===== config.mk =====
export PLATFORM = sky130hd
export DESIGN_NAME = gnag_lane
export DESIGN_NICKNAME = d
export VERILOG_FILES = /design/src/gather_nd_address_generator_top_defines.svh /design/src/gnag_pkg.sv /design/src/gnag_lane.sv
export SDC_FILE = /design/constraint.sdc
export NUM_CORES = 1
export LEC_CHECK = 0
export BUFFER_PORTS_ARGS = -buffer_cell sky130_fd_sc_hd__buf_2
export CORE_MARGIN = 5
export CORE_UTILIZATION = 40
export DETAILED_ROUTE_END_ITERATION = 8
export HOLD_SLACK_MARGIN = 0.08
export SLEW_MARGIN = 20
export SYNTH_ARGS = -nofsm -noshare
export SYNTH_HDL_FRONTEND = slang
export SYNTH_SLANG_ARGS = --single-unit

===== constraint.sdc =====
create_clock -name clk -period 9.22 [get_ports clk]
set_input_delay 0.922 -clock clk [delete_from_list [all_inputs] [get_ports clk]]
set_output_delay 0.922 -clock clk [all_outputs]
set_load 0.02 [all_outputs]

===== src/gather_nd_address_generator_top_defines.svh =====
// assertion helpers for the gather-nd address generator
`ifndef GATHER_ND_ADDRESS_GENERATOR_TOP_DEFINES_SVH
`define GATHER_ND_ADDRESS_GENERATOR_TOP_DEFINES_SVH

// same-cycle implication, sampled on clk, off while rst_n is low
`define GNAG_ASSERT_IMPL(lbl, ante, cons, msg) \
  lbl: assert property (@(posedge clk) disable iff (!rst_n) (ante) |-> (cons)) \
    else $error(msg);

// next-cycle implication, sampled on clk, off while rst_n is low
`define GNAG_ASSERT_NEXT(lbl, ante, cons, msg) \
  lbl: assert property (@(posedge clk) disable iff (!rst_n) (ante) |=> (cons)) \
    else $error(msg);

`endif


===== src/gnag_pkg.sv =====
`timescale 1ns / 1ps
package gnag_pkg;

  localparam int MAX_RANK    = 8;
  localparam int MAX_SLICE   = 4;
  // batch_axes field is two bits wide
  localparam int BATCH_LANES = 3;
  localparam int NUM_LANES   = BATCH_LANES + MAX_SLICE;

  localparam int DIM_W     = 16;
  localparam int IDX_W     = DIM_W + 1;
  localparam int OPD_W     = IDX_W + 1;
  localparam int OFF_W     = 32;
  localparam int CNT_W     = 24;
  localparam int TPB_W     = CNT_W + 1;
  localparam int RANK_W    = 4;
  localparam int BA_W      = 2;
  localparam int SR_W      = 3;
  localparam int CFG_W     = 64;
  localparam int CFG_IDX_W = 3;
  localparam int AXIS_W    = $clog2(MAX_RANK);

  localparam logic [CFG_W-1:0] DIMS_RESET = 64'h0001_0001_0001_0001;
  localparam logic [TPB_W-1:0] TPB_MAX    = TPB_W'(1) << CNT_W;

  typedef enum logic [CFG_IDX_W-1:0] {
    REG_DATA_DIMS_LOW    = 3'd0,
    REG_DATA_DIMS_HIGH   = 3'd1,
    REG_INDEX_BATCH_DIMS = 3'd2,
    REG_DATA_RANK        = 3'd3,
    REG_BATCH_AXES       = 3'd4,
    REG_SLICE_RANK       = 3'd5,
    REG_TUPLES_PER_BATCH = 3'd6
  } gnag_reg_e;

  typedef struct packed {
    logic                                busy;
    logic [BA_W-1:0]                     batch_axes;
    logic [SR_W-1:0]                     slice_rank;
    logic [TPB_W-1:0]                    tpb;
    logic [BATCH_LANES-1:0][DIM_W-1:0]   shape;
    logic [BATCH_LANES-1:0][OFF_W-1:0]   batch_stride;
    logic [MAX_SLICE-1:0][DIM_W-1:0]     lane_dim;
    logic [MAX_SLICE-1:0][OFF_W-1:0]     lane_stride;
    logic [OFF_W-1:0]                    slice_len;
  } gnag_cfg_t;

  typedef struct packed {
    logic [OFF_W-1:0] dst;
    logic [OFF_W-1:0] len;
    logic             lob;
    logic             loa;
  } gnag_ctl_t;

endpackage


===== src/gnag_lane.sv =====
`timescale 1ns / 1ps
module gnag_lane (
  input  logic                          clk,
  input  logic                          en,
  input  logic                          active,
  input  logic [gnag_pkg::IDX_W-1:0]    idx,
  input  logic [gnag_pkg::DIM_W-1:0]    dim,
  input  logic [gnag_pkg::OFF_W-1:0]    stride,
  output logic [gnag_pkg::OFF_W-1:0]    prod
);
  import gnag_pkg::*;

  logic signed [OPD_W-1:0]       opd;
  logic signed [OPD_W+OFF_W:0]   full;
  logic [OFF_W-1:0]              prod_r;

  // negative index counts from the end of its axis
  always_comb begin
    opd = $signed({idx[IDX_W-1], idx});
    if (idx[IDX_W-1]) begin
      opd = opd + $signed({2'b00, dim});
    end
    full = opd * $signed({1'b0, stride});
  end

  always_ff @(posedge clk) begin
    if (en) begin
      prod_r <= active ? full[OFF_W-1:0] : '0;
    end
  end

  assign prod = prod_r;

endmodule


==> out/results.txt <==
HPWL after DPL: 31570 um
Synth Register Bits: 32
fin crit period: 8.880 ns
critical path fanouts, max: 11
count of different cell masters after synthesis: 54
Longest Clk Path Bufs: 2
most frequent cells in the layout: inv_1, fa_1, nand2_1
Mapped Cells: 1659
vias in the first global route: 12190
chip width: 201.7 um
CTS tree: yes
dpl cell area: 0.01574 mm^2
syn_area_per_cell: 8.862 um^2
startpoint types: input pin
share of post-route cells with drive strength above 1: 9.466%
setup bufs post-CTS: 0
Hold Crit Depth: 3
Synth Flop Type: edfxtp_1
first-pass GRT wire length: 63860 um
top cell type's share of synthesized area: 45.48%
area of the core: 0.03643 mm^2
synth warn: 0
Syn Nets: 2171
Slew @ Worst Pin: 0.8254 ns
Slew Limit Fails: 0
number of synthesized flops with an enable pin: 32
# port buffers: 99
most common cell after layout, fill and taps aside: inv_1
Pre-Repair DR Iteration Count: 5
via count: 10910
setup violators final: 0
Setup WS post-layout: 0.3402 ns
HP Start: active
largest net degree at the start of global routing: 33
nature of the critical path endpoint: flip-flop
Max stage delay on crit path: 0.52 ns
ys async rst share: 0%
Tcrit/Tclk final: 96.31%
Initial Util: 40.35%
Yosys top cell by area: fa_1
Fin Hold WS: 1.179 ns
top cells by area, synth: fa_1, inv_1, ha_1
dpl ws: 0.06359 ns
GP Congestion: 0.8723
drt via density: 4.982
Final Hold Vio Count: 0
FMAX: 112.6 MHz
Synth Cell Area: 0.01470 mm^2
area growth from synthesis to layout: 8.110%
Critical Path RT: 9.24 ns
DR iter-0 viols: 539
I/O pins: 100
CTS Sinks: 32
Final Cell Area: 0.01590 mm^2
register clock-pin slew on the reported worst setup and hold paths: 0.05 ns
status: complete, no violations
die area: 0.04069 mm^2
DRC viols: 0
final wirelength: 38250 um
CTS hold repair buffers: 0
antenna violations before repair: 0
wire per inst: 17.47 um
most frequent CP cell: fa_1
max reg flops: 32
slowest CP cell: fa_1
Routed Antenna Nets: 0
gr ovfl total: 0
Chip Height: 201.7 um
worst min path class: input pin to flip-flop
CTS buffer count: 5
layout net count: 2233
CP Class: input pin to flip-flop
Max-Cap Viols: 0
Worst EP arrival: 8.90 ns
Rel. slew slack: 44.91%
non-filler cells, final: 2190
Inserted Diodes: 0
root buf cell: clkbuf_16
row count: 70
GRT Overall Usage: 19.66%
placed insts: 2182
hold endpoint: prod[24]
CTS H-tree depth: 2
register area share after synthesis: 6.536%
Fillers: 3679
## cells in the mapped netlist (5+ instances only)
master and count:
or2_2 5, clkbuf_1 63, and2_1 111, xnor2_1 35
inv_1 398, mux2_2 8, a21oi_1 35, nand2_1 289
fa_1 334, nor2_1 45, buf_1 10, edfxtp_1 32
a21o_1 12, o21ai_0 20, xor2_1 18, ha_1 110
nand3_1 9, a211oi_1 6, nor2b_1 31, nor3_1 9
nand2b_1 23
## cell families after synthesis
group / after synthesis / synth area share [%]
AND/OR/NAND/NOR: 541 / 17.28
AO/OA/AOI/OAI: 101 / 4.553
multiplexers: 12 / 0.9531
adder cells (fa/ha/maj): 444 / 54.84
XOR/XNOR: 57 / 3.770
flip-flops: 32 / 6.536
buffers and inverters: 472 / 12.08
## repair_timing
action | in CTS | in global routing
setup endpoints to repair | 0 | 6
gates resized for setup | 0 | 4
hold endpoints to repair | 0 | 0
## routing by layer
metal	GRT usage, %	vias to the layer above	routed length (um)	share of wire [%]
li1	-	4984	-	-
met1	24.85	5557	16030	42
met2	34.97	302	19260	50
met3	2.530	68	1741	4.6
met4	6.445	0	1221	3.2
met5	0	-	0	0
## cell type report
| cell class | instances | area (um^2) | share of cell area, % |
|---|---|---|---|
| Tap cell | 468 | 585.6 | 3.684 |
| Timing Repair Buffer | 129 | 720.7 | 4.534 |
| Sequential cell | 32 | 960.9 | 6.045 |
| Clock inverter | 3 | 13.76 | 0.08659 |
| Inverter | 398 | 1494 | 9.399 |
| Multi-Input combinational cell | 1155 | 12000 | 75.46 |
| Clock buffer | 5 | 125.1 | 0.7872 |
## per-stage QoR
step | util (%) | setup TNS (ns)
finish | 43.63 | 0
global placement | 43.20 | 0
global route | 43.63 | -0.005923
detailed placement | 43.20 | 0
floorplan | - | 0
CTS | 43.58 | 0
## worst max path at each step
stage / start / endpoint / slack (ns) / depth (start not counted)
finish: idx[0] / prod[31] / 0.34 / 32
global route: idx[4] / prod[31] / -0.006 / 31
CTS: idx[4] / prod[31] / 0.35 / 31
detailed placement: idx[4] / prod[31] / 0.06 / 31
global placement: idx[4] / prod[31] / 0.13 / 31
floorplan: idx[0] / prod[31] / 0.75 / 29
## worst max-delay path, delay by kind of cell
| family | cells | cell delay (ns) |
|---|---|---|
| AO/OA/AOI/OAI | 6 | 1.13 |
| XOR/XNOR | 9 | 2.30 |
| adder cells (fa/ha/maj) | 8 | 3.43 |
| buffers and inverters | 6 | 0.71 |
| AND/OR/NAND/NOR | 3 | 0.41 |
Power is left out: the tool's default activity adds up to more than one toggle a clock period on the data nets, which glitch-free logic cannot reach.
