<file path="src/gather_nd_address_generator_top_defines.svh">
// assertion helpers for the gather-nd address generator
`ifndef GATHER_ND_ADDRESS_GENERATOR_TOP_DEFINES_SVH
`define GATHER_ND_ADDRESS_GENERATOR_TOP_DEFINES_SVH

// same-cycle implication, sampled on clk, off while rst_n is low
`define GNAG_ASSERT_IMPL(lbl, ante, cons, msg) \
  lbl: assert property (@(posedge clk) disable iff (!rst_n) (ante) |-> (cons)) \
    else $error(msg);

// next-cycle implication, sampled on clk, off while rst_n is low
`define GNAG_ASSERT_NEXT(lbl, ante, cons, msg) \
  lbl: assert property (@(posedge clk) disable iff (!rst_n) (ante) |=> (cons)) \
    else $error(msg);

`endif

</file>
<file path="src/gnag_pkg.sv">
`timescale 1ns / 1ps
package gnag_pkg;

  localparam int MAX_RANK    = 8;
  localparam int MAX_SLICE   = 4;
  // batch_axes field is two bits wide
  localparam int BATCH_LANES = 3;
  localparam int NUM_LANES   = BATCH_LANES + MAX_SLICE;

  localparam int DIM_W     = 16;
  localparam int IDX_W     = DIM_W + 1;
  localparam int OPD_W     = IDX_W + 1;
  localparam int OFF_W     = 32;
  localparam int CNT_W     = 24;
  localparam int TPB_W     = CNT_W + 1;
  localparam int RANK_W    = 4;
  localparam int BA_W      = 2;
  localparam int SR_W      = 3;
  localparam int CFG_W     = 64;
  localparam int CFG_IDX_W = 3;
  localparam int AXIS_W    = $clog2(MAX_RANK);

  localparam logic [CFG_W-1:0] DIMS_RESET = 64'h0001_0001_0001_0001;
  localparam logic [TPB_W-1:0] TPB_MAX    = TPB_W'(1) << CNT_W;

  typedef enum logic [CFG_IDX_W-1:0] {
    REG_DATA_DIMS_LOW    = 3'd0,
    REG_DATA_DIMS_HIGH   = 3'd1,
    REG_INDEX_BATCH_DIMS = 3'd2,
    REG_DATA_RANK        = 3'd3,
    REG_BATCH_AXES       = 3'd4,
    REG_SLICE_RANK       = 3'd5,
    REG_TUPLES_PER_BATCH = 3'd6
  } gnag_reg_e;

  typedef struct packed {
    logic                                busy;
    logic [BA_W-1:0]                     batch_axes;
    logic [SR_W-1:0]                     slice_rank;
    logic [TPB_W-1:0]                    tpb;
    logic [BATCH_LANES-1:0][DIM_W-1:0]   shape;
    logic [BATCH_LANES-1:0][OFF_W-1:0]   batch_stride;
    logic [MAX_SLICE-1:0][DIM_W-1:0]     lane_dim;
    logic [MAX_SLICE-1:0][OFF_W-1:0]     lane_stride;
    logic [OFF_W-1:0]                    slice_len;
  } gnag_cfg_t;

  typedef struct packed {
    logic [OFF_W-1:0] dst;
    logic [OFF_W-1:0] len;
    logic             lob;
    logic             loa;
  } gnag_ctl_t;

endpackage

</file>
<file path="src/gnag_merge.sv">
`timescale 1ns / 1ps
module gnag_merge (
  input  logic                                                 clk,
  input  logic                                                 rst_n,
  input  logic                                                 en,
  input  logic                                                 v0,
  input  gnag_pkg::gnag_ctl_t                                  ctl0,
  input  logic [gnag_pkg::NUM_LANES-1:0][gnag_pkg::OFF_W-1:0]  prod,
  output logic                                                 out_valid,
  output logic [gnag_pkg::OFF_W-1:0]                           src,
  output gnag_pkg::gnag_ctl_t                                  ctl_out
);
  import gnag_pkg::*;

  localparam int L1 = (NUM_LANES + 1) / 2;
  localparam int L2 = (L1 + 1) / 2;

  logic [2*L1-1:0][OFF_W-1:0] p_pad;
  logic [2*L2-1:0][OFF_W-1:0] s1_pad;
  logic [L1-1:0][OFF_W-1:0]   s1_r;
  logic [L2-1:0][OFF_W-1:0]   s2_r;
  logic [OFF_W-1:0]           total;
  logic [OFF_W-1:0]           src_r;

  logic      v1_r, v2_r, v3_r, vo_r;
  gnag_ctl_t ctl1_r, ctl2_r, ctl3_r, ctlo_r;

  assign p_pad  = (2*L1*OFF_W)'(prod);
  assign s1_pad = (2*L2*OFF_W)'(s1_r);

  always_comb begin
    total = '0;
    for (int k = 0; k < L2; k++) begin
      total = total + s2_r[k];
    end
  end

  always_ff @(posedge clk) begin
    if (!rst_n) begin
      v1_r <= 1'b0;
      v2_r <= 1'b0;
      v3_r <= 1'b0;
      vo_r <= 1'b0;
    end else if (en) begin
      v1_r <= v0;
      v2_r <= v1_r;
      v3_r <= v2_r;
      vo_r <= v3_r;
    end
  end

  // pairwise adder tree, one level per stage
  always_ff @(posedge clk) begin
    if (en) begin
      ctl1_r <= ctl0;
      ctl2_r <= ctl1_r;
      ctl3_r <= ctl2_r;
      ctlo_r <= ctl3_r;
      for (int k = 0; k < L1; k++) begin
        s1_r[k] <= p_pad[2*k] + p_pad[2*k+1];
      end
      for (int k = 0; k < L2; k++) begin
        s2_r[k] <= s1_pad[2*k] + s1_pad[2*k+1];
      end
      src_r <= total;
    end
  end

  assign out_valid = vo_r;
  assign src       = src_r;
  assign ctl_out   = ctlo_r;

endmodule

</file>
<file path="config.mk">
export PLATFORM = sky130hd
export DESIGN_NAME = gnag_merge
export DESIGN_NICKNAME = d
export VERILOG_FILES = /design/src/gather_nd_address_generator_top_defines.svh /design/src/gnag_pkg.sv /design/src/gnag_merge.sv
export SDC_FILE = /design/constraint.sdc
export NUM_CORES = 1
export LEC_CHECK = 0
export ABC_AREA = 0
export BUFFER_PORTS_ARGS = -buffer_cell sky130_fd_sc_hd__buf_2
export CAP_MARGIN = 20
export CORE_MARGIN = 3
export CORE_UTILIZATION = 50
export DETAILED_ROUTE_END_ITERATION = 16
export PLACE_DENSITY = 0.72
export RECOVER_POWER = 50
export SLEW_MARGIN = 25
export SYNTH_ARGS = -nofsm -noshare
export SYNTH_HDL_FRONTEND = slang
export SYNTH_SLANG_ARGS = --single-unit
</file>
<file path="constraint.sdc">
create_clock -name clk -period 3.8 [get_ports clk]
set_clock_uncertainty 0.15 [all_clocks]
set_input_delay 0 -clock clk [delete_from_list [all_inputs] [get_ports clk]]
set_output_delay 0 -clock clk [all_outputs]
set_load 0.005 [all_outputs]
</file>
==> impl_results.md <==
- Status: finished with violations
- Worst-Skew Late Latency: 0.59 ns
- FP Rows: 79
- Initial Utilization: 51.1%
- Sequential element share of the synthesized area: 61.4%
- Power Dens Cells: approximately 530 nW/um^2
- CP max stage cell: dlygate4sd3_1
- Max Slew Vio Count: between 90 and 100
- Vias per cell: 5.37
- WP buf/inv: 3
- Failing checks: max-capacitance violations, max-slew violations
- Final ANT Viol Nets: 0
- Core Region: 47000 sq um
- Area leader, netlist: edfxtp_1
- Die Area: 50700 sq um
- DRT Pass-1 Iters: 5
- Post-synth net total: 2275
- Synth Flop Type: edfxtp_1
- CP required: 3.98 ns
- Largest net degree at the start of global routing: 96
- Share of cells above drive strength 1: 15.5%
- Drt total wl: 59.0 mm
- Clock sink total: 492
- Post-synth EDFFs: slightly below 500
- GRT Total Usage: 23.0%
- CP max stage delay: roughly 0.56 ns
- Reg2Reg Setup Slack: 0.37 ns
- YS warnings: 0
- Worst rel slew slack: -64.2%
- CP most frequent cell: o21ai_0
- Leakage: 13.2 nW
- Area delta synth->final: 36.8%
- Most frequent cells in the layout: edfxtp_1 (488), dlygate4sd3_1 (458), buf_2 (308)
- Fin util: approximately 70%
- CP Class: in2reg
- Worst min path class: in2reg
- DRC Markers: 0
- Largest cells by area after synthesis: edfxtp_1 (61%), ha_1 (9.7%), xnor2_1 (4.3%)
- Final total power: 0.0176 W
- Tmin final: 3.65 ns
- Final Cycle Share: 95.9%
- Most common library cell in the layout ignoring fill and taps: edfxtp_1
- Mean routed wirelength per cell: 17.8 microns
- Synth cell types: 73
- Vias: 17800
- Critical path peak fanout: 3
- Vias in the first global route: 18300
- DRT iter0 DRCs: 936
- Peak VDD IR: 0.401 mV
- CTS root buf: clkbuf_16
- DIE WIDTH: 225 microns
- Die Ht: 225 microns
- H-tree depth: 2
- Asr flop ratio synth: 0%
- Top cell family by delay on the critical path: compound AO/OA/AOI/OAI gates
- Flops & latches, synth: 492
- Final setup TNS: 0 ns
- TritonCTS clock tree: built
- Initial antenna violation count: 6
- Critical path endpoint category: register
- CTS Buf Count: 48
- IO Pins: 393
- Hold Fails Final Rpt: 0
- Fin nets: around 3200
- Max_cap viols: 1
- Syn Area/Cell: 13.4 sq um
- Final setup vio count: 0
- Worst-path clk slew: 0.06 ns
- Total congestion overflow: 0
- Mapped Area: 24000 sq um
- Startpoint Class: input pin
- Max Clk Rate: 0.274 GHz
- GP Congestion: 0.953
- First-pass GRT wire length: around 92 mm
- Mapped Cells: roughly 1800
- Worst endpoint data arrival time: around 3.8 ns
- Buffers on Ports: 392
- Yosys top cell area share: 61.0%
- Placed wire-length estimate: 39.7 mm
- Cell Chain, Critical Path: dlygate4sd3_1 -> buf_2 -> ha_1 -> fa_1 -> a211o_1 -> a211oi_2 -> o21ai_0 -> a21oi_1 -> o21ai_0 -> a21oi_1 -> o21ai_0 -> o211ai_1 -> xnor2_1 -> dlygate4sd3_1
- Hold slack: 0.0223 ns
- Clk buf depth: 3
- Tightest Pin Transition: around 2.5 ns
==> power breakdown <==
| group | switching (W) | internal, W |
|---|---|---|
| Clock | 0.00202 | 0.00273 |
| Combinational | 0.00281 | 0.00256 |
| Sequential | 0.000307 | 0.00713 |
| Total | 0.00513 | 0.0124 |
==> cells in the mapped netlist, drive strengths merged, types with 10 or more instances <==
cell type and instances:
and3 13, o21bai 22, edfxtp 488, nor2 97
a31oi 11, a211oi 21, nor2b 19, xor2 48
o21ai 99, o21a 18, o31ai 14, inv 42
xnor2 118, ha 186, nand2b 19, nor3 28
or3 10, a21oi 167, clkbuf 26, nand3 43
nand2 76, nand4 16, o211ai 14, a21o 87
==> timing repair <==
item / 4_1_cts / 5_1_grt
resized for setup: 0 / 8
endpoints found under the setup margin: 0 / 14
buffers inserted: 0 / 3
endpoints found under the hold margin: 282 / 0
hold buffers: 458 / 0
==> area by class of cell <==
class / instances / area [sq um]
Multi-Input combinational cell: 1224 / 9030
Fill cell: 3203 / 14100
Antenna cell: 4 / 10.0
Clock buffer: 60 / 1270
Timing Repair Buffer: 863 / 6580
Clock inverter: 28 / 309
Tap cell: 607 / 759
Sequential cell: 492 / 14700
Inverter: 42 / 158
==> flip-flops by register name (all words and copies together), names as in the netlist <==
name and flops:
v1_r 1, ctl1_r 66, s1_pad 128, v2_r 1, ctl2_r 66, s2_r 64
out_valid 1, ctl3_r 66, v3_r 1, ctl_out 66, src 32
==> path summary, 6_finish.rpt <==
| check | start | endpoint | cells past startpoint |
|---|---|---|---|
| max | prod[96] | s1_pad[60] | 14 |
| min | prod[204] | s1_pad[108] | 2 |
| max reg2reg | s1_pad[0] | s2_r[28] | 11 |
| min reg2reg | ctl3_r[51] | ctl_out[51] | 0 |
==> routing by layer <==
layer	share of wire (%)	wire (microns)	track usage [%]
met5	0.085	50	0
met4	4.2	2490	10.1
met3	5.4	3190	3.24
met2	49	29100	40.5
met1	41	24200	28.3
==> kinds of logic after synthesis <==
kind of cell,Yosys count,synth area share (%)
buffers and inverters,73,1.19
adder cells (fa/ha/maj),192,10.2
flip-flops,492,61.4
multiplexers,5,0.208
AO/OA/AOI/OAI,516,14.0
XOR/XNOR,166,6.06
AND/OR/NAND/NOR,345,7.00
==> worst register-to-register path: stages, from the launching register on <==
cell	delay, ns
edfxtp_1	0.36
ha_1	0.23
fa_1	0.40
a21oi_1	0.25
o22ai_1	0.20
nor4b_4	0.33
nor3_1	0.10
a211o_1	0.38
a221oi_4	0.31
o21ai_2	0.11
a221oi_2	0.29
xnor2_1	0.08
==> metrics by stage <==
step	instance area, sq um	std cells	worst slack [ns]
6_report	32800	3320	0.155
5_1_grt	32800	3318	-0.0187
4_1_cts	32900	3313	0.0412
3_5_place_dp	26700	2767	0.371
3_3_place_gp	26700	2767	0.456
2_1_floorplan	24000	1789	0.707
Note: power is estimated with default switching activity, not from simulation.
