**src/gather_nd_address_generator_top_defines.svh**
```systemverilog
// assertion helpers for the gather-nd address generator
`ifndef GATHER_ND_ADDRESS_GENERATOR_TOP_DEFINES_SVH
`define GATHER_ND_ADDRESS_GENERATOR_TOP_DEFINES_SVH

// same-cycle implication, sampled on clk, off while rst_n is low
`define GNAG_ASSERT_IMPL(lbl, ante, cons, msg) \
  lbl: assert property (@(posedge clk) disable iff (!rst_n) (ante) |-> (cons)) \
    else $error(msg);

// next-cycle implication, sampled on clk, off while rst_n is low
`define GNAG_ASSERT_NEXT(lbl, ante, cons, msg) \
  lbl: assert property (@(posedge clk) disable iff (!rst_n) (ante) |=> (cons)) \
    else $error(msg);

`endif

```
**src/gnag_pkg.sv**
```systemverilog
`timescale 1ns / 1ps
package gnag_pkg;

  localparam int MAX_RANK    = 8;
  localparam int MAX_SLICE   = 4;
  // batch_axes field is two bits wide
  localparam int BATCH_LANES = 3;
  localparam int NUM_LANES   = BATCH_LANES + MAX_SLICE;

  localparam int DIM_W     = 16;
  localparam int IDX_W     = DIM_W + 1;
  localparam int OPD_W     = IDX_W + 1;
  localparam int OFF_W     = 32;
  localparam int CNT_W     = 24;
  localparam int TPB_W     = CNT_W + 1;
  localparam int RANK_W    = 4;
  localparam int BA_W      = 2;
  localparam int SR_W      = 3;
  localparam int CFG_W     = 64;
  localparam int CFG_IDX_W = 3;
  localparam int AXIS_W    = $clog2(MAX_RANK);

  localparam logic [CFG_W-1:0] DIMS_RESET = 64'h0001_0001_0001_0001;
  localparam logic [TPB_W-1:0] TPB_MAX    = TPB_W'(1) << CNT_W;

  typedef enum logic [CFG_IDX_W-1:0] {
    REG_DATA_DIMS_LOW    = 3'd0,
    REG_DATA_DIMS_HIGH   = 3'd1,
    REG_INDEX_BATCH_DIMS = 3'd2,
    REG_DATA_RANK        = 3'd3,
    REG_BATCH_AXES       = 3'd4,
    REG_SLICE_RANK       = 3'd5,
    REG_TUPLES_PER_BATCH = 3'd6
  } gnag_reg_e;

  typedef struct packed {
    logic                                busy;
    logic [BA_W-1:0]                     batch_axes;
    logic [SR_W-1:0]                     slice_rank;
    logic [TPB_W-1:0]                    tpb;
    logic [BATCH_LANES-1:0][DIM_W-1:0]   shape;
    logic [BATCH_LANES-1:0][OFF_W-1:0]   batch_stride;
    logic [MAX_SLICE-1:0][DIM_W-1:0]     lane_dim;
    logic [MAX_SLICE-1:0][OFF_W-1:0]     lane_stride;
    logic [OFF_W-1:0]                    slice_len;
  } gnag_cfg_t;

  typedef struct packed {
    logic [OFF_W-1:0] dst;
    logic [OFF_W-1:0] len;
    logic             lob;
    logic             loa;
  } gnag_ctl_t;

endpackage

```
**src/gnag_cfg.sv**
```systemverilog
`timescale 1ns / 1ps
module gnag_cfg (
  input  logic                             clk,
  input  logic                             rst_n,
  input  logic                             cfg_we,
  input  logic [gnag_pkg::CFG_IDX_W-1:0]   cfg_index,
  input  logic [gnag_pkg::CFG_W-1:0]       cfg_wdata,
  output gnag_pkg::gnag_cfg_t              cfg
);
  import gnag_pkg::*;

  logic [CFG_W-1:0]  dims_lo_r;
  logic [CFG_W-1:0]  dims_hi_r;
  logic [CFG_W-1:0]  ibd_r;
  logic [RANK_W-1:0] rank_r;
  logic [BA_W-1:0]   ba_r;
  logic [SR_W-1:0]   sr_r;
  logic [TPB_W-1:0]  tpb_r;

  logic [2*CFG_W/DIM_W-1:0][DIM_W-1:0] all_dims;
  logic [CFG_W/DIM_W-1:0][DIM_W-1:0]   ibd_dims;
  logic [MAX_RANK-1:0][DIM_W-1:0]      dim_eff;
  logic [RANK_W-1:0]                   rank_eff;
  logic [SR_W-1:0]                     sr_eff;
  logic [TPB_W-1:0]                    tpb_eff;
  logic [BATCH_LANES-1:0][DIM_W-1:0]   shape;

  logic                                busy_r;
  logic [AXIS_W-1:0]                   cnt_r;
  logic [OFF_W-1:0]                    prod_r;
  logic [OFF_W-1:0]                    prod_nxt;
  logic [OFF_W+DIM_W-1:0]              prod_full;
  logic [BATCH_LANES-1:0][OFF_W-1:0]   bstride_r;
  logic [MAX_SLICE-1:0][OFF_W-1:0]     lstride_r;
  logic [MAX_SLICE-1:0][DIM_W-1:0]     ldim_r;
  logic [OFF_W-1:0]                    len_r;

  // register file
  always_ff @(posedge clk) begin
    if (!rst_n) begin
      dims_lo_r <= DIMS_RESET;
      dims_hi_r <= DIMS_RESET;
      ibd_r     <= DIMS_RESET;
      rank_r    <= RANK_W'(1);
      ba_r      <= '0;
      sr_r      <= SR_W'(1);
      tpb_r     <= TPB_W'(1);
    end else if (cfg_we) begin
      case (cfg_index)
        REG_DATA_DIMS_LOW:    dims_lo_r <= cfg_wdata;
        REG_DATA_DIMS_HIGH:   dims_hi_r <= cfg_wdata;
        REG_INDEX_BATCH_DIMS: ibd_r     <= cfg_wdata;
        REG_DATA_RANK:        rank_r    <= cfg_wdata[RANK_W-1:0];
        REG_BATCH_AXES:       ba_r      <= cfg_wdata[BA_W-1:0];
        REG_SLICE_RANK:       sr_r      <= cfg_wdata[SR_W-1:0];
        REG_TUPLES_PER_BATCH: tpb_r     <= cfg_wdata[TPB_W-1:0];
        default: ;
      endcase
    end
  end

  assign all_dims = {dims_hi_r, dims_lo_r};
  assign ibd_dims = ibd_r;

  // effective settings
  always_comb begin
    if (rank_r == '0) begin
      rank_eff = RANK_W'(1);
    end else if (rank_r > RANK_W'(MAX_RANK)) begin
      rank_eff = RANK_W'(MAX_RANK);
    end else begin
      rank_eff = rank_r;
    end
    if (sr_r == '0) begin
      sr_eff = SR_W'(1);
    end else if (sr_r > SR_W'(MAX_SLICE)) begin
      sr_eff = SR_W'(MAX_SLICE);
    end else begin
      sr_eff = sr_r;
    end
    if (tpb_r == '0) begin
      tpb_eff = TPB_W'(1);
    end else if (tpb_r > TPB_MAX) begin
      tpb_eff = TPB_MAX;
    end else begin
      tpb_eff = tpb_r;
    end
    for (int a = 0; a < MAX_RANK; a++) begin
      dim_eff[a] = (RANK_W'(a) < rank_eff) ? all_dims[a] : DIM_W'(1);
    end
    for (int i = 0; i < BATCH_LANES; i++) begin
      shape[i] = (dim_eff[i] > ibd_dims[i]) ? dim_eff[i] : ibd_dims[i];
      if (shape[i] == '0) begin
        shape[i] = DIM_W'(1);
      end
    end
  end

  // row-major strides, innermost axis first, one axis per cycle
  assign prod_full = prod_r * dim_eff[cnt_r];
  assign prod_nxt  = prod_full[OFF_W-1:0];

  always_ff @(posedge clk) begin
    if (!rst_n || cfg_we) begin
      busy_r <= 1'b1;
      cnt_r  <= AXIS_W'(MAX_RANK - 1);
      prod_r <= OFF_W'(1);
    end else if (busy_r) begin
      prod_r <= prod_nxt;
      cnt_r  <= cnt_r - AXIS_W'(1);
      if (cnt_r == '0) begin
        busy_r <= 1'b0;
      end
    end
  end

  always_ff @(posedge clk) begin
    if (busy_r) begin
      for (int i = 0; i < BATCH_LANES; i++) begin
        if (cnt_r == AXIS_W'(i)) begin
          bstride_r[i] <= (dim_eff[i] == DIM_W'(1)) ? '0 : prod_r;
        end
      end
      for (int i = 0; i < MAX_SLICE; i++) begin
        if (cnt_r == AXIS_W'(ba_r) + AXIS_W'(i)) begin
          lstride_r[i] <= prod_r;
          ldim_r[i]    <= dim_eff[cnt_r];
        end
      end
      if (cnt_r == AXIS_W'(ba_r) + AXIS_W'(sr_eff) - AXIS_W'(1)) begin
        len_r <= prod_r;
      end
    end
  end

  always_comb begin
    cfg.busy         = busy_r;
    cfg.batch_axes   = ba_r;
    cfg.slice_rank   = sr_eff;
    cfg.tpb          = tpb_eff;
    cfg.shape        = shape;
    cfg.batch_stride = bstride_r;
    cfg.lane_dim     = ldim_r;
    cfg.lane_stride  = lstride_r;
    cfg.slice_len    = len_r;
  end

endmodule

```
**config.mk**
```make
export PLATFORM = sky130hd
export DESIGN_NAME = gnag_cfg
export DESIGN_NICKNAME = d
export VERILOG_FILES = /design/src/gather_nd_address_generator_top_defines.svh /design/src/gnag_pkg.sv /design/src/gnag_cfg.sv
export SDC_FILE = /design/constraint.sdc
export NUM_CORES = 2
export LEC_CHECK = 0
export ABC_AREA = 0
export BUFFER_PORTS_ARGS = -buffer_cell sky130_fd_sc_hd__buf_2
export CAP_MARGIN = 30
export CORE_MARGIN = 2
export CORE_UTILIZATION = 64
export DETAILED_ROUTE_END_ITERATION = 8
export GPL_ROUTABILITY_DRIVEN = 0
export GPL_TIMING_DRIVEN = 0
export PLACE_DENSITY_LB_ADDON = 0.25
export SLEW_MARGIN = 20
export SYNTH_ARGS = -nofsm -noshare
export SYNTH_HDL_FRONTEND = slang
export SYNTH_SLANG_ARGS = --single-unit
```
**constraint.sdc**
```tcl
create_clock -name clk -period 20.1 [get_ports clk]
set_clock_uncertainty 0.1 [all_clocks]
set_input_delay 2.01 -clock clk [delete_from_list [all_inputs] [get_ports clk]]
set_output_delay 2.01 -clock clk [all_outputs]
set_load 0.01 [all_outputs]
```
==> results.md <==
- Wirelength per Cell: ~23 microns
- Count of pins on the block boundary: about 470
- Worst setup path class: reg2reg
- GR met2 Demand/Resource: 0.645
- Power share of the combinational group: 0.077
- Global-route wire length before repair: around 160 mm
- Crit share post-route: 0.476
- Status: finished clean
- Total nets after synthesis: just under 4k
- Hold_buf cts: 0
- Clock slew at the register clock pins of the worst setup and hold paths: about 70 ps
- Cell seen most often among critical-path stages: sky130_fd_sc_hd__fa_1
- TritonCTS clock tree: yes
- Primary FF master, synth: sky130_fd_sc_hd__edfxtp_1
- Post-synthesis to final-layout area growth: 15.7%
- Startpoint Class: flip-flop
- Area of combinational cells with multiple inputs: roughly 0.018 sq mm
- Internal cell power: approximately 0.0019 W
- Buffers inserted by post-CTS timing repair: 0
- Leakage power of the design: between 15 and 20 nW
- Synth Register Bits: about 570
- GRT Max-Usage Layer: met2
- Switching power as a share of total power: 0.244
- TritonCTS Buffers: 57
- Biggest cell delay along the critical path: about 880 ps
- Register cell area after layout: around 0.015 sq mm
- Met1 GRT Util: 0.448
- Clock tree sinks: around 570
- Root buffer selected by CTS: sky130_fd_sc_hd__clkbuf_16
- Post-Syn Area per Cell: between 10 and 15 sq um
- Share of synthesized flip-flops with an asynchronous set or reset: 0
- Required time worst endpoint: between 20000 and 25000 ps
- CORE AREA: roughly 0.054 sq mm
- Count of vias placed by the detailed router: between 20k and 30k
- Maximum number of buffers from clock root to sink: 3
- Number of library cell types mapped by synthesis: 78
- Max rail drop VDD: slightly above 0.00008 V
- Number of inserted filler cells in the final layout: 3779
- Master of the slowest instance on the critical path: sky130_fd_sc_hd__o31ai_2
- Maximum number of pins on one net before global-route repair: 33
- Max-cap violations: 0
- FF-to-FF Start: rank_r[2]
- Number of antenna violations at the first check in global routing: 5
- Fraction of final layout cells sized beyond drive strength 1: 0.172
- Number of port buffers: ~470
- Transition at the pin with the smallest max-transition slack: just over 1000 ps
- Critical hold path startpoint: dims_hi_r[58]
- Number of flops mapped to enable cells by yosys: 320
- Hold violation total from the final report: 0
- Power Dens Cells: about 60 mW/mm^2
- Final WL: roughly 110 mm
- Final design utilization: 0.748
- First-pass detailed-route iteration total: 9
- Most used cells in the layout excluding fill and tap cells: 660 x sky130_fd_sc_hd__nand2_1, 493 x sky130_fd_sc_hd__buf_2, 400 x sky130_fd_sc_hd__inv_1
- FF-to-FF setup slack: roughly 11000 ps
- Mapped Area: about 0.035 sq mm
- Yosys warns: 0
- Post-Syn Instances: approximately 3.4k
- Global Route met3 Usage: 0.0671
- Most common cell after layout, fill and taps aside: sky130_fd_sc_hd__nand2_1
- Max transition margin: 0.305
- Worst flop-to-flop path endpoint: prod_r[31]
- Part of the power in registers: 0.502
- Reg2reg path depth: 30
- Slew Limit Fails: 0
- Achievable clock frequency: 105 MHz
- Final ANT Viol Nets: 0
- Global-route usage over all layers: 0.379
- Number of levels the H-tree was split into: 2
- Final Net Count: between 4k and 5k
- Starting density of the core: 0.647
- Hold crit path type: reg2reg
- Endpoint of the worst hold-timing path: dims_hi_r[58]
- DIE WIDTH: roughly 240 microns
- Number of setup violations in the final report: 0
- Share of synthesized area occupied by flip-flops and latches: 0.417
- Net load switching power: 0.000604 W
- Clock power share: 0.420
- Worst Path Arrival: approximately 9900 ps
- Critical Path Sink Type: flip-flop
- Highest net fanout along the worst path: 10
- Later-pin clock latency in the skew report: 650 ps
- Total negative slack for setup checks: 0 ps
- Hold Path Stages: 2
- DRC violations left: 0
- Hpwl dp: 81.9 mm
- Setup repair after global routing missed its margin: no
- Via count of the first global-routing pass: 27.6k
- Number of gates resized after CTS: 0
- Min cycle time layout: between 9000 and 10000 ps
- Die outline height: approximately 240 microns
- Iteration-0 DRC count of the detailed router: 2707
- Placement row count: 85
- Via-per-instance ratio: between 5 and 6
- Die area: about 0.056 sq mm
- Aggregate global routing overflow: 0
worst max-delay path: cells and delay by family (launching register included):
family / cells / cell delay [ps]
flip-flops: 1 / 320
AND/OR/NAND/NOR: 3 / 580
XOR/XNOR: 1 / 290
AO/OA/AOI/OAI: 10 / 2970
adder cells (fa/ha/maj): 7 / 3420
multiplexers: 1 / 140
buffers and inverters: 8 / 1560
routing by layer:
metal  share of wire  wire length, microns
met5               0                     0
met4           0.073                  7790
met3           0.090                  9560
met2            0.49                 51900
met1            0.35                 36900
state kept, by name, indices dropped and copies added, names as in the netlist:
name	flops
cfg	288
dims_hi_r	64
dims_lo_r	64
ibd_dims	48
len_r	32
prod_r	32
tpb_r	25
rank_r	4
cnt_r	3
sr_r	3
ba_r	2
busy_r	1
synthesized netlist by cell type, types with 18 or more instances:
| cell type | instances | area [sq um] |
|---|---|---|
| sky130_fd_sc_hd__inv_1 | 400 | 1500 |
| sky130_fd_sc_hd__and2_1 | 239 | 1500 |
| sky130_fd_sc_hd__dfxtp_1 | 246 | 4920 |
| sky130_fd_sc_hd__ha_1 | 122 | 1530 |
| sky130_fd_sc_hd__o21ai_0 | 31 | 155 |
| sky130_fd_sc_hd__nor2_1 | 64 | 240 |
| sky130_fd_sc_hd__nor2b_1 | 102 | 638 |
| sky130_fd_sc_hd__a21oi_1 | 52 | 260 |
| sky130_fd_sc_hd__nand3_1 | 31 | 155 |
| sky130_fd_sc_hd__xnor2_1 | 37 | 324 |
| sky130_fd_sc_hd__mux2_2 | 51 | 574 |
| sky130_fd_sc_hd__a21o_1 | 28 | 210 |
| sky130_fd_sc_hd__nor4_1 | 24 | 150 |
| sky130_fd_sc_hd__mux2i_1 | 31 | 310 |
| sky130_fd_sc_hd__edfxtp_1 | 320 | 9610 |
| sky130_fd_sc_hd__clkbuf_1 | 188 | 706 |
| sky130_fd_sc_hd__nand2_1 | 660 | 2480 |
| sky130_fd_sc_hd__nand4_1 | 20 | 125 |
| sky130_fd_sc_hd__a221oi_1 | 27 | 236 |
| sky130_fd_sc_hd__a21boi_0 | 192 | 1440 |
| sky130_fd_sc_hd__fa_1 | 304 | 6090 |
| sky130_fd_sc_hd__nor3_1 | 18 | 90.1 |
cell type report:
type	instances	area share
Tap cell	696	0.0216
Clock inverter	35	0.00786
Buffer	215	0.0208
Multi-Input combinational cell	2205	0.447
Timing Repair Buffer	508	0.0670
Antenna cell	3	0.000186
Sequential cell	566	0.361
Inverter	402	0.0375
Clock buffer	73	0.0374
power by group through the flow:
stage	logic [W]	clock network [W]	registers, W
after floorplan	0.000112	0	0.00126
after global placement	0.000180	0	0.00127
after detailed placement	0.000185	0	0.00127
after CTS	0.000186	0.00104	0.00124
after global routing	0.000204	0.00109	0.00124
final	0.000191	0.00104	0.00124
cell families after synthesis:
family                   count (synthesis)  synth area share
AO/OA/AOI/OAI                          432            0.0897
XOR/XNOR                                56            0.0163
adder cells (fa/ha/maj)                426             0.219
buffers and inverters                  617            0.0673
AND/OR/NAND/NOR                       1208             0.165
flip-flops                             566             0.417
multiplexers                            83            0.0261
through the flow:
stage          setup slack [ps]  power [W]  hold slack (ps)  area [sq um]  std cells
6_report                  10540    0.00247              367         40300       4703
5_1_grt                   10170    0.00253              381         40300       4703
2_1_floorplan             12430    0.00137              332         34800       3388
3_5_place_dp              10880    0.00145              349         38400       4591
4_1_cts                   10780    0.00247              363         40300       4699
3_3_place_gp               8750    0.00145              339         38000       4552
worst max path at each step:
stage               startpoint         end  slack (ps)  cells past startpoint
floorplan             cnt_r[0]  prod_r[31]       12430                     31
global placement      cnt_r[1]     cfg[56]        8750                      6
detailed placement    cnt_r[0]  prod_r[31]       10880                     33
CTS                  rank_r[2]  prod_r[31]       10780                     30
global route          cnt_r[1]  prod_r[31]       10170                     31
finish               rank_r[2]  prod_r[31]       10540                     30
Power figures use the tool's default switching activity.
