$ cat config.mk
export PLATFORM = sky130hd
export DESIGN_NAME = gnag_seq
export DESIGN_NICKNAME = d
export VERILOG_FILES = /design/src/gnag_pkg.sv /design/src/gnag_seq.sv
export VERILOG_INCLUDE_DIRS = /design/src /design/src/src
export SDC_FILE = /design/constraint.sdc
export NUM_CORES = 1
export LEC_CHECK = 0
export ABC_AREA = 1
export BUFFER_PORTS_ARGS = -buffer_cell sky130_fd_sc_hd__clkbuf_2
export CORE_AREA = 2 2 258 260
export CTS_BUF_LIST = sky130_fd_sc_hd__clkbuf_2 sky130_fd_sc_hd__clkbuf_4 sky130_fd_sc_hd__clkbuf_8
export DETAILED_ROUTE_END_ITERATION = 10
export DIE_AREA = 0 0 260 262
export PLACE_DENSITY = 0.53
export SYNTH_ARGS = -nofsm -noshare
export SYNTH_HDL_FRONTEND = slang
export SYNTH_SLANG_ARGS = --single-unit
$ cat constraint.sdc
create_clock -name clk -period 3 [get_ports clk]
set_input_delay 0.3 -clock clk [delete_from_list [all_inputs] [get_ports clk]]
set_output_delay 0.3 -clock clk [all_outputs]
set_load 0.005 [all_outputs]
$ cat src/gather_nd_address_generator_top_defines.svh
// assertion helpers for the gather-nd address generator
`ifndef GATHER_ND_ADDRESS_GENERATOR_TOP_DEFINES_SVH
`define GATHER_ND_ADDRESS_GENERATOR_TOP_DEFINES_SVH

// same-cycle implication, sampled on clk, off while rst_n is low
`define GNAG_ASSERT_IMPL(lbl, ante, cons, msg) \
  lbl: assert property (@(posedge clk) disable iff (!rst_n) (ante) |-> (cons)) \
    else $error(msg);

// next-cycle implication, sampled on clk, off while rst_n is low
`define GNAG_ASSERT_NEXT(lbl, ante, cons, msg) \
  lbl: assert property (@(posedge clk) disable iff (!rst_n) (ante) |=> (cons)) \
    else $error(msg);

`endif

$ cat src/gnag_pkg.sv
`timescale 1ns / 1ps
package gnag_pkg;

  localparam int MAX_RANK    = 8;
  localparam int MAX_SLICE   = 4;
  // batch_axes field is two bits wide
  localparam int BATCH_LANES = 3;
  localparam int NUM_LANES   = BATCH_LANES + MAX_SLICE;

  localparam int DIM_W     = 16;
  localparam int IDX_W     = DIM_W + 1;
  localparam int OPD_W     = IDX_W + 1;
  localparam int OFF_W     = 32;
  localparam int CNT_W     = 24;
  localparam int TPB_W     = CNT_W + 1;
  localparam int RANK_W    = 4;
  localparam int BA_W      = 2;
  localparam int SR_W      = 3;
  localparam int CFG_W     = 64;
  localparam int CFG_IDX_W = 3;
  localparam int AXIS_W    = $clog2(MAX_RANK);

  localparam logic [CFG_W-1:0] DIMS_RESET = 64'h0001_0001_0001_0001;
  localparam logic [TPB_W-1:0] TPB_MAX    = TPB_W'(1) << CNT_W;

  typedef enum logic [CFG_IDX_W-1:0] {
    REG_DATA_DIMS_LOW    = 3'd0,
    REG_DATA_DIMS_HIGH   = 3'd1,
    REG_INDEX_BATCH_DIMS = 3'd2,
    REG_DATA_RANK        = 3'd3,
    REG_BATCH_AXES       = 3'd4,
    REG_SLICE_RANK       = 3'd5,
    REG_TUPLES_PER_BATCH = 3'd6
  } gnag_reg_e;

  typedef struct packed {
    logic                                busy;
    logic [BA_W-1:0]                     batch_axes;
    logic [SR_W-1:0]                     slice_rank;
    logic [TPB_W-1:0]                    tpb;
    logic [BATCH_LANES-1:0][DIM_W-1:0]   shape;
    logic [BATCH_LANES-1:0][OFF_W-1:0]   batch_stride;
    logic [MAX_SLICE-1:0][DIM_W-1:0]     lane_dim;
    logic [MAX_SLICE-1:0][OFF_W-1:0]     lane_stride;
    logic [OFF_W-1:0]                    slice_len;
  } gnag_cfg_t;

  typedef struct packed {
    logic [OFF_W-1:0] dst;
    logic [OFF_W-1:0] len;
    logic             lob;
    logic             loa;
  } gnag_ctl_t;

endpackage

$ cat src/gnag_seq.sv
`timescale 1ns / 1ps
`include "gather_nd_address_generator_top_defines.svh"
module gnag_seq (
  input  logic                                                   clk,
  input  logic                                                   rst_n,
  input  logic                                                   en,
  input  logic                                                   accept,
  input  gnag_pkg::gnag_cfg_t                                    cfg,
  input  logic [gnag_pkg::MAX_SLICE-1:0][gnag_pkg::IDX_W-1:0]    idx_in,
  output logic                                                   v0,
  output logic [gnag_pkg::MAX_SLICE-1:0][gnag_pkg::IDX_W-1:0]    idx0,
  output logic [gnag_pkg::BATCH_LANES-1:0][gnag_pkg::DIM_W-1:0]  dig0,
  output gnag_pkg::gnag_ctl_t                                    ctl0
);
  import gnag_pkg::*;

  logic [CNT_W-1:0]                  cnt_r;
  logic [CNT_W-1:0]                  cnt_nxt;
  logic [BATCH_LANES-1:0][DIM_W-1:0] dig_r;
  logic [BATCH_LANES-1:0][DIM_W-1:0] dig_nxt;
  logic [OFF_W-1:0]                  off_r;
  logic [OFF_W-1:0]                  off_nxt;
  logic                              lob;
  logic                              loa;
  logic                              carry;

  logic                                v0_r;
  logic [MAX_SLICE-1:0][IDX_W-1:0]     idx0_r;
  logic [BATCH_LANES-1:0][DIM_W-1:0]   dig0_r;
  gnag_ctl_t                           ctl0_r;

  always_comb begin
    lob   = ({1'b0, cnt_r} + TPB_W'(1)) >= cfg.tpb;
    loa   = lob;
    carry = 1'b1;
    dig_nxt = dig_r;
    for (int k = BATCH_LANES - 1; k >= 0; k--) begin
      if (k < int'(cfg.batch_axes)) begin
        if (({1'b0, dig_r[k]} + (DIM_W+1)'(1)) < {1'b0, cfg.shape[k]}) begin
          loa = 1'b0;
          if (carry) begin
            dig_nxt[k] = dig_r[k] + DIM_W'(1);
            carry      = 1'b0;
          end
        end else if (carry) begin
          dig_nxt[k] = '0;
        end
      end
    end
    if (!lob) begin
      dig_nxt = dig_r;
    end
    cnt_nxt = lob ? '0 : cnt_r + CNT_W'(1);
    off_nxt = off_r + cfg.slice_len;
    if (loa) begin
      dig_nxt = '0;
      cnt_nxt = '0;
      off_nxt = '0;
    end
  end

  // batch counter state
  always_ff @(posedge clk) begin
    if (!rst_n) begin
      cnt_r <= '0;
      dig_r <= '0;
      off_r <= '0;
    end else if (accept) begin
      cnt_r <= cnt_nxt;
      dig_r <= dig_nxt;
      off_r <= off_nxt;
    end
  end

  // first pipeline stage
  always_ff @(posedge clk) begin
    if (!rst_n) begin
      v0_r <= 1'b0;
    end else if (en) begin
      v0_r <= accept;
    end
  end

  always_ff @(posedge clk) begin
    if (en) begin
      idx0_r     <= idx_in;
      dig0_r     <= dig_r;
      ctl0_r.dst <= off_r;
      ctl0_r.len <= cfg.slice_len;
      ctl0_r.lob <= lob;
      ctl0_r.loa <= loa;
    end
  end

  assign v0   = v0_r;
  assign idx0 = idx0_r;
  assign dig0 = dig0_r;
  assign ctl0 = ctl0_r;

  `GNAG_ASSERT_NEXT(a_loa_restart, accept && loa, (cnt_r == '0) && (off_r == '0) && (dig_r == '0), "end of output did not restart the counters")
  `GNAG_ASSERT_NEXT(a_cnt_step, accept && !lob, cnt_r == $past(cnt_r) + CNT_W'(1), "tuple counter did not advance")

endmodule

==> results of run 1 <==
-- power by group --
group | internal [W] | switching [W] | leakage (nW) | total, W
Sequential | 0.00447 | 0.000157 | 2.69 | 0.00463
Combinational | 0.000692 | 0.00101 | 7.23 | 0.00171
Clock | 0.00258 | 0.00183 | 0.665 | 0.00441
Total | 0.00774 | 0.00300 | 10.6 | 0.0107
-- critical path, cell delays in order (launching register included) --
cell and delay [ns]:
dfxtp_4 0.37, nand3_1 0.11, nor2_2 0.15, nand4_1 0.14, nor2_2 0.20, nand3_2 0.10, nand3b_1 0.21, xnor2_2 0.18
ha_1 0.29, and3_1 0.16, nand2_1 0.07, nand2_2 0.08, nor2_4 0.04, buf_4 0.14, nand3_4 0.11, nand3_4 0.11
nor2_8 0.22, buf_6 0.17, nor2_4 0.05, buf_6 0.13, nand2_1 0.06, a21oi_1 0.05
-- sequential cells by signal, indices dropped and copies added, names as in the netlist --
| name | cells |
|---|---|
| v0 | 1 |
| dig0 | 48 |
| cnt_r | 24 |
| off_r | 32 |
| dig_r | 48 |
| ctl0 | 66 |
| idx0 | 68 |
-- kinds of logic after synthesis --
group	after synthesis
xor gates and xnor gates	81
buffers and inverters	256
adders and majority gates	106
and+or+nand+nor	787
DFF	287
AOI/OAI and AO/OA	193
-- what timing repair did --
| action | 4_1_cts | 5_1_grt |
|---|---|---|
| pin swaps | 26 | 21 |
| gates cloned | 4 | 1 |
| endpoints found under the setup margin | 105 | 106 |
| gates resized for setup | 56 | 55 |
| hold buffers | 99 | 1 |
| setup buffers | 18 | 5 |
| hold endpoints to repair | 99 | 1 |
-- layer usage --
layer	GRT usage, %	vias to the layer above	wire length [µm]
li1	-	6971	-
met4	7.20	2	2300
met1	21.6	6459	26600
met3	2.77	92	3030
met2	26.5	425	26300
met5	0	-	11
-- cells in the final DEF, fill, tap and decap left out, types with 38 or more instances in the layout --
cell / n
nor2_1: 135
dlygate4sd3_1: 100
clkbuf_2: 360
a21oi_2: 38
xor2_1: 63
dfxtp_1: 97
inv_1: 217
a21oi_1: 108
clkbuf_8: 69
ha_1: 103
nand2_1: 440
buf_4: 160
edfxtp_1: 182
nand3_1: 52
-- metrics by stage --
stage	power (W)	instances	setup WS, ns	TNS [ns]
2_1_floorplan	0.00547	1710	-0.0705	-2.73
3_3_place_gp	0.00625	3062	-0.435	-33.46
3_5_place_dp	0.00626	3062	-0.474	-38.34
4_1_cts	0.0109	3289	-0.306	-24.38
5_1_grt	0.0113	3299	-0.586	-50.37
6_report	0.0107	3299	-0.299	-19.28
-- cell type report --
type	count	area, µm²	area share [%]
clock buffers	82	1040	4.68
clock inverters	25	228	1.02
diodes	6	15.0	0.0676
well taps	864	1080	4.86
multi-input cells	1170	7070	31.8
repair buffers	642	4340	19.5
flip-flops and latches	287	7590	34.1
inverters	223	860	3.87
-- path summary, 6_finish.rpt --
path,slack (ns),endpoint,startpoint
setup / recovery,-0.30,dig_r[14]$_SDFFE_PN0P_,dig_r[0]$_SDFFE_PN0P_
hold / removal,0.16,dig_r[7]$_SDFFE_PN0P_,rst_n
setup reg to reg,-0.30,dig_r[14]$_SDFFE_PN0P_,dig_r[0]$_SDFFE_PN0P_
hold reg to reg,0.47,ctl0[52]$_DFFE_PP_,off_r[18]$_SDFFE_PN0P_
==> summary.txt, run 1 <==
Status
  – Status: finished, violations left
  – Violated checks: negative setup slack

Drt
  – First-pass DRT Iterations: 5
  – DRC errors left: 0
  – Routed WL per cell: 17.7 µm
  – Number of DRC markers in iteration 0: 723
  – Routed Antenna Nets: 0
  – Via/cell ratio: around 4.2
  – Final WL: 58.3 mm
  – Via Count: around 14000

Worst hold path
  – Hold Path Depth: 3
  – Hold Path Class: in2reg

Synthesis
  – Cell count after synthesis: 1710
  – Async SR Flop Fraction: 0%
  – Largest family of logic cells by synthesized area: simple AND/OR/NAND/NOR gates
  – Seq/Total Area, Yosys: ~50%
  – Simple-Gate Fraction of Synth Area: 22.7%
  – Top cells by area, synth: edfxtp_1 36%, dfxtp_1 14%, nand2_1 11%
  – Syn Area/Cell: 8.89 µm²
  – XOR/XNOR share of the synthesized area: 4.67%
  – Yosys warns: 0
  – Yosys top cell area share: between 30% and 40%
  – Syn_nets: 2287
  – Synth Register Bits: 287
  – Post-synth top cells: 458 x nand2_1, 219 x inv_1, 182 x edfxtp_1
  – Leading area contributor after synthesis: edfxtp_1
  – Post-synthesis compound-gate area fraction: 7.35%
  – Mux share of post-synthesis cell area: 0%
  – Synth Area in Adders: 8.77%
  – EDFF count, synth: around 180
  – Mapped cell area: between 0.015 and 0.02 mm²
  – Yosys cell types: 42
  – Most numerous cell in the Yosys netlist: nand2_1
  – Commonest register cell after synthesis: edfxtp_1

Clock network
  – Max clock buf depth: 3
  – CTS sink count: roughly 290
  – TritonCTS buffer count: 57
  – Clock root cell: clkbuf_8
  – Clk_lat worst skew: 0.64 ns
  – H-Tree Depth: 2
  – Clock tree from TritonCTS: done
  – Clock-pin transition on the worst setup and hold timing paths: 0.06 ns

Final layout
  – Final #Nets: 2958
  – Layout area overhead: 46.2%
  – Design area: around 0.022 mm²
  – Util after Layout: 34.0%
  – Fillers: 6760
  – Share of cells above drive strength 1: about a third

STA
  – Hold WS: roughly 0.16 ns
  – Period utilization: 110%
  – RSZ-0062 raised after global routing: yes
  – Pins Over Slew Limit: 0
  – Endpoints failing hold: 0
  – Final worst setup slack: -0.299 ns
  – Minimum clock period: 3.30 ns
  – Slew HR: 52.3%
  – Clk_skew: 0.0287 ns
  – F_max: ~300 MHz
  – Final setup vio count: 104
  – Worst slew pin tran: 0.715 ns

Worst setup path
  – Worst R2R Path Depth: 21
  – Critical path class: reg2reg
  – CP required: 3.50 ns
  – Setup crit end kind: flop
  – CP Launch Type: flop
  – Arr. time, crit path: between 3 and 4 ns
  – Critical path peak fanout: 5

Placed design
  – Dpl cell area: 0.0193 mm²
  – HPWL Detailed: 45.3 mm
  – Gp weighted congestion: around 0.89
  – PortBufs: about 360

GRT
  – Largest net degree at the start of global routing: 69
  – Gr ovfl total: 0
  – Initial antenna violation count: 11
  – First-pass GRT wire length: 83.3 mm
  – All-Layer GR Usage: 16.4%
  – Vias in the first global route: 13800

Pwr
  – Peak VDD IR: 0.296 mV
  – PD cells: 483 mW/mm²
  – Leak pwr: 10.6 nW

Floorplan
  – Row Count: 94
  – Overall die height: 262 µm
  – Num ports: 654
  – Die Wd: 260 µm
  – Die area: 0.0681 mm²
  – Core footprint: between 0.06 and 0.07 mm²
  – Starting Density: approximately a quarter

Flow run
  – Total of max-cap violations: 0
Power figures use the tool's default switching activity.
==> run 2: changes to the inputs <==
--- a/config.mk
+++ b/config.mk
@@ -12,7 +12,7 @@
 export CTS_BUF_LIST = sky130_fd_sc_hd__clkbuf_2 sky130_fd_sc_hd__clkbuf_4 sky130_fd_sc_hd__clkbuf_8
 export DETAILED_ROUTE_END_ITERATION = 10
 export DIE_AREA = 0 0 260 262
-export PLACE_DENSITY = 0.53
+export SKIP_LAST_GASP = 1
 export SYNTH_ARGS = -nofsm -noshare
 export SYNTH_HDL_FRONTEND = slang
 export SYNTH_SLANG_ARGS = --single-unit
==> summary.txt, run 2 (synthesis results as in run 1) <==
Status
  – Status: finished, violations left (unchanged)
  – Violated checks: negative setup slack (unchanged)

STA
  – Final worst setup slack: -0.267 ns (was -0.299 ns)
  – Worst slew pin tran: 1.00 ns (was 0.715 ns)
  – Minimum clock period: 3.27 ns (was 3.30 ns)
  – Slew HR: 33.1% (was 52.3%)
  – Endpoints failing hold: 0 (unchanged)
  – Final setup vio count: 106 (was 104)
  – RSZ-0062 raised after global routing: yes (unchanged)
  – Period utilization: 109% (was 110%)
  – Clk_skew: 0.0340 ns (was 0.0287 ns)
  – Pins Over Slew Limit: 0 (unchanged)
  – F_max: 306 MHz (was 303 MHz)

Drt
  – Final WL: 53.0 mm (was 58.3 mm)
  – Number of DRC markers in iteration 0: 814 (was 723)
  – Routed Antenna Nets: 0 (unchanged)
  – Via Count: 13900 (about the same)
  – First-pass DRT Iterations: 7 (was 5)
  – Routed WL per cell: 16.1 µm (was 17.7 µm)
  – Via/cell ratio: 4.23 (about the same)
  – DRC errors left: 0 (unchanged)

Clock network
  – H-Tree Depth: 2 (unchanged)
  – Clock tree from TritonCTS: done (unchanged)
  – Clock-pin transition on the worst setup and hold timing paths: 0.06 ns (about the same)
  – CTS sink count: 287 (unchanged)
  – Max clock buf depth: 3 (unchanged)
  – TritonCTS buffer count: 53 (was 57)
  – Clk_lat worst skew: 0.65 ns (was 0.64 ns)
  – Clock root cell: clkbuf_8 (unchanged)

Worst setup path
  – CP required: 3.58 ns (was 3.50 ns)
  – CP Launch Type: flop (unchanged)
  – Critical path peak fanout: 8 (was 5)
  – Arr. time, crit path: 3.84 ns (was 3.80 ns)
  – Critical path class: reg2reg (unchanged)
  – Setup crit end kind: flop (unchanged)

Floorplan
  – Core footprint: 0.0653 mm² (unchanged)
  – Die area: 0.0681 mm² (unchanged)
  – Die Wd: 260 µm (unchanged)
  – Row Count: 94 (unchanged)
  – Starting Density: 23.3% (unchanged)
  – Num ports: 654 (unchanged)
  – Overall die height: 262 µm (unchanged)

Pwr
  – Peak VDD IR: 0.272 mV (was 0.296 mV)
  – PD cells: 453 mW/mm² (was 483 mW/mm²)
  – Leak pwr: 10.5 nW (was 10.6 nW)
  – Tot Pwr: 0.0101 W (was 0.0107 W)

GRT
  – Vias in the first global route: 13700 (was 13800)
  – Initial antenna violation count: 9 (was 11)
  – First-pass GRT wire length: 77.5 mm (was 83.3 mm)
  – Largest net degree at the start of global routing: 78 (was 69)
  – All-Layer GR Usage: 14.9% (was 16.4%)
  – Gr ovfl total: 0 (unchanged)

Placed design
  – Dpl cell area: 0.0193 mm² (about the same)
  – Gp weighted congestion: 0.901 (was 0.888)
  – PortBufs: 361 (unchanged)
  – Placed insts: 3063 (was 3062)
  – HPWL Detailed: 39.9 mm (was 45.3 mm)
  – Post-place setup slack: -0.386 ns (was -0.474 ns)

Final layout
  – Most common cell after layout, fill and taps aside: nand2_1 (unchanged)
  – Layout area overhead: 45.9% (was 46.2%)
  – Util after Layout: 34.0% (about the same)
  – Final #Nets: 2963 (was 2958)
  – Share of cells above drive strength 1: 32.9% (was 33.3%)
  – Largest register FFs: 68 (unchanged)
  – Most frequent cells in the layout: 433 x nand2_1, 360 x clkbuf_2, 216 x inv_1 (was 440 x nand2_1, 360 x clkbuf_2, 217 x inv_1)
  – Design area: 0.0222 mm² (about the same)
  – Final Non-Filler Cells: 3296 (was 3299)

Flow run
  – Total of max-cap violations: 0 (unchanged)

Worst hold path
  – Hold Path Class: in2reg (unchanged)
-- run 2: cell types whose count changed in the layout (fill, tap and decap cells not counted), sizes merged --
cell	previous run	this run
buf	180	187
clkinv	19	17
clkinvlp	3	2
nand3	72	73
bufinv	4	0
inv	222	224
clkbuf	444	438
-- run 2: final cells by class --
type	instances	area, µm²
Tap cell	864	1080
Timing Repair Buffer	650	4520
Antenna cell	6	15.0
Sequential cell	287	7580
Clock buffer	75	907
Inverter	223	860
Fill cell	6783	43100
Multi-Input combinational cell	1171	7100
Clock inverter	20	109
-- run 2: stage by stage --
step                hold WS (ns)  setup TNS [ns]
floorplan                  0.394           -2.73
CTS                        0.119          -19.90
detailed placement         0.450          -28.97
global placement           0.443          -27.37
finish                     0.149          -19.21
global route               0.132          -48.95
-- run 2: metal layers --
metal / part of all wire [%] / GRT usage [%] / routed length [µm]
met1: 47 / 20.3 / 25000
met5: 0.025 / 0 / 13
met3: 7.2 / 3.47 / 3790
met2: 43 / 23.0 / 22800
met4: 2.6 / 5.06 / 1360
-- run 2: timing repair --
item                                   CTS  global route
setup buffers                           18             8
pin swaps                               24            35
setup endpoints to repair              105           106
cloned                                   5             5
hold buffers                           100             0
gates resized for setup                 53            77
endpoints found under the hold margin  100             0
-- run 2: worst paths after layout --
kind / endpoint / cells after the start / slack, ns / startpoint
setup / recovery: dig_r[12]$_SDFFE_PN0P_ / 20 / -0.27 / cnt_r[1]$_SDFFE_PN0P_
hold reg to reg: ctl0[55]$_DFFE_PP_ / 0 / 0.46 / off_r[21]$_SDFFE_PN0P_
hold / removal: idx0[37]$_DFFE_PP_ / 1 / 0.15 / en
setup reg to reg: dig_r[12]$_SDFFE_PN0P_ / 20 / -0.27 / cnt_r[1]$_SDFFE_PN0P_
-- run 2: power by group --
| group | switching [W] | internal (W) | total, W |
|---|---|---|---|
| logic | 0.000999 | 0.000721 | 0.00172 |
| clock network | 0.00176 | 0.00195 | 0.00371 |
| registers | 0.000152 | 0.00447 | 0.00462 |
-- run 2: worst max-delay path, cell delays in order, from the launching register on --
cell     delay [ns]
dfxtp_4        0.36
ha_4           0.14
nand2_4        0.05
nor3_4         0.11
nand4_1        0.16
nor2_2         0.16
nand4_1        0.14
buf_4          0.17
xor2_2         0.14
ha_1           0.30
nand4_1        0.12
nor2_1         0.17
nand2_1        0.07
nand2_1        0.07
nor2_2         0.05
nand3_4        0.13
buf_6          0.12
nand4_4        0.17
nor2_4         0.32
nand2_1        0.11
a21oi_2        0.12
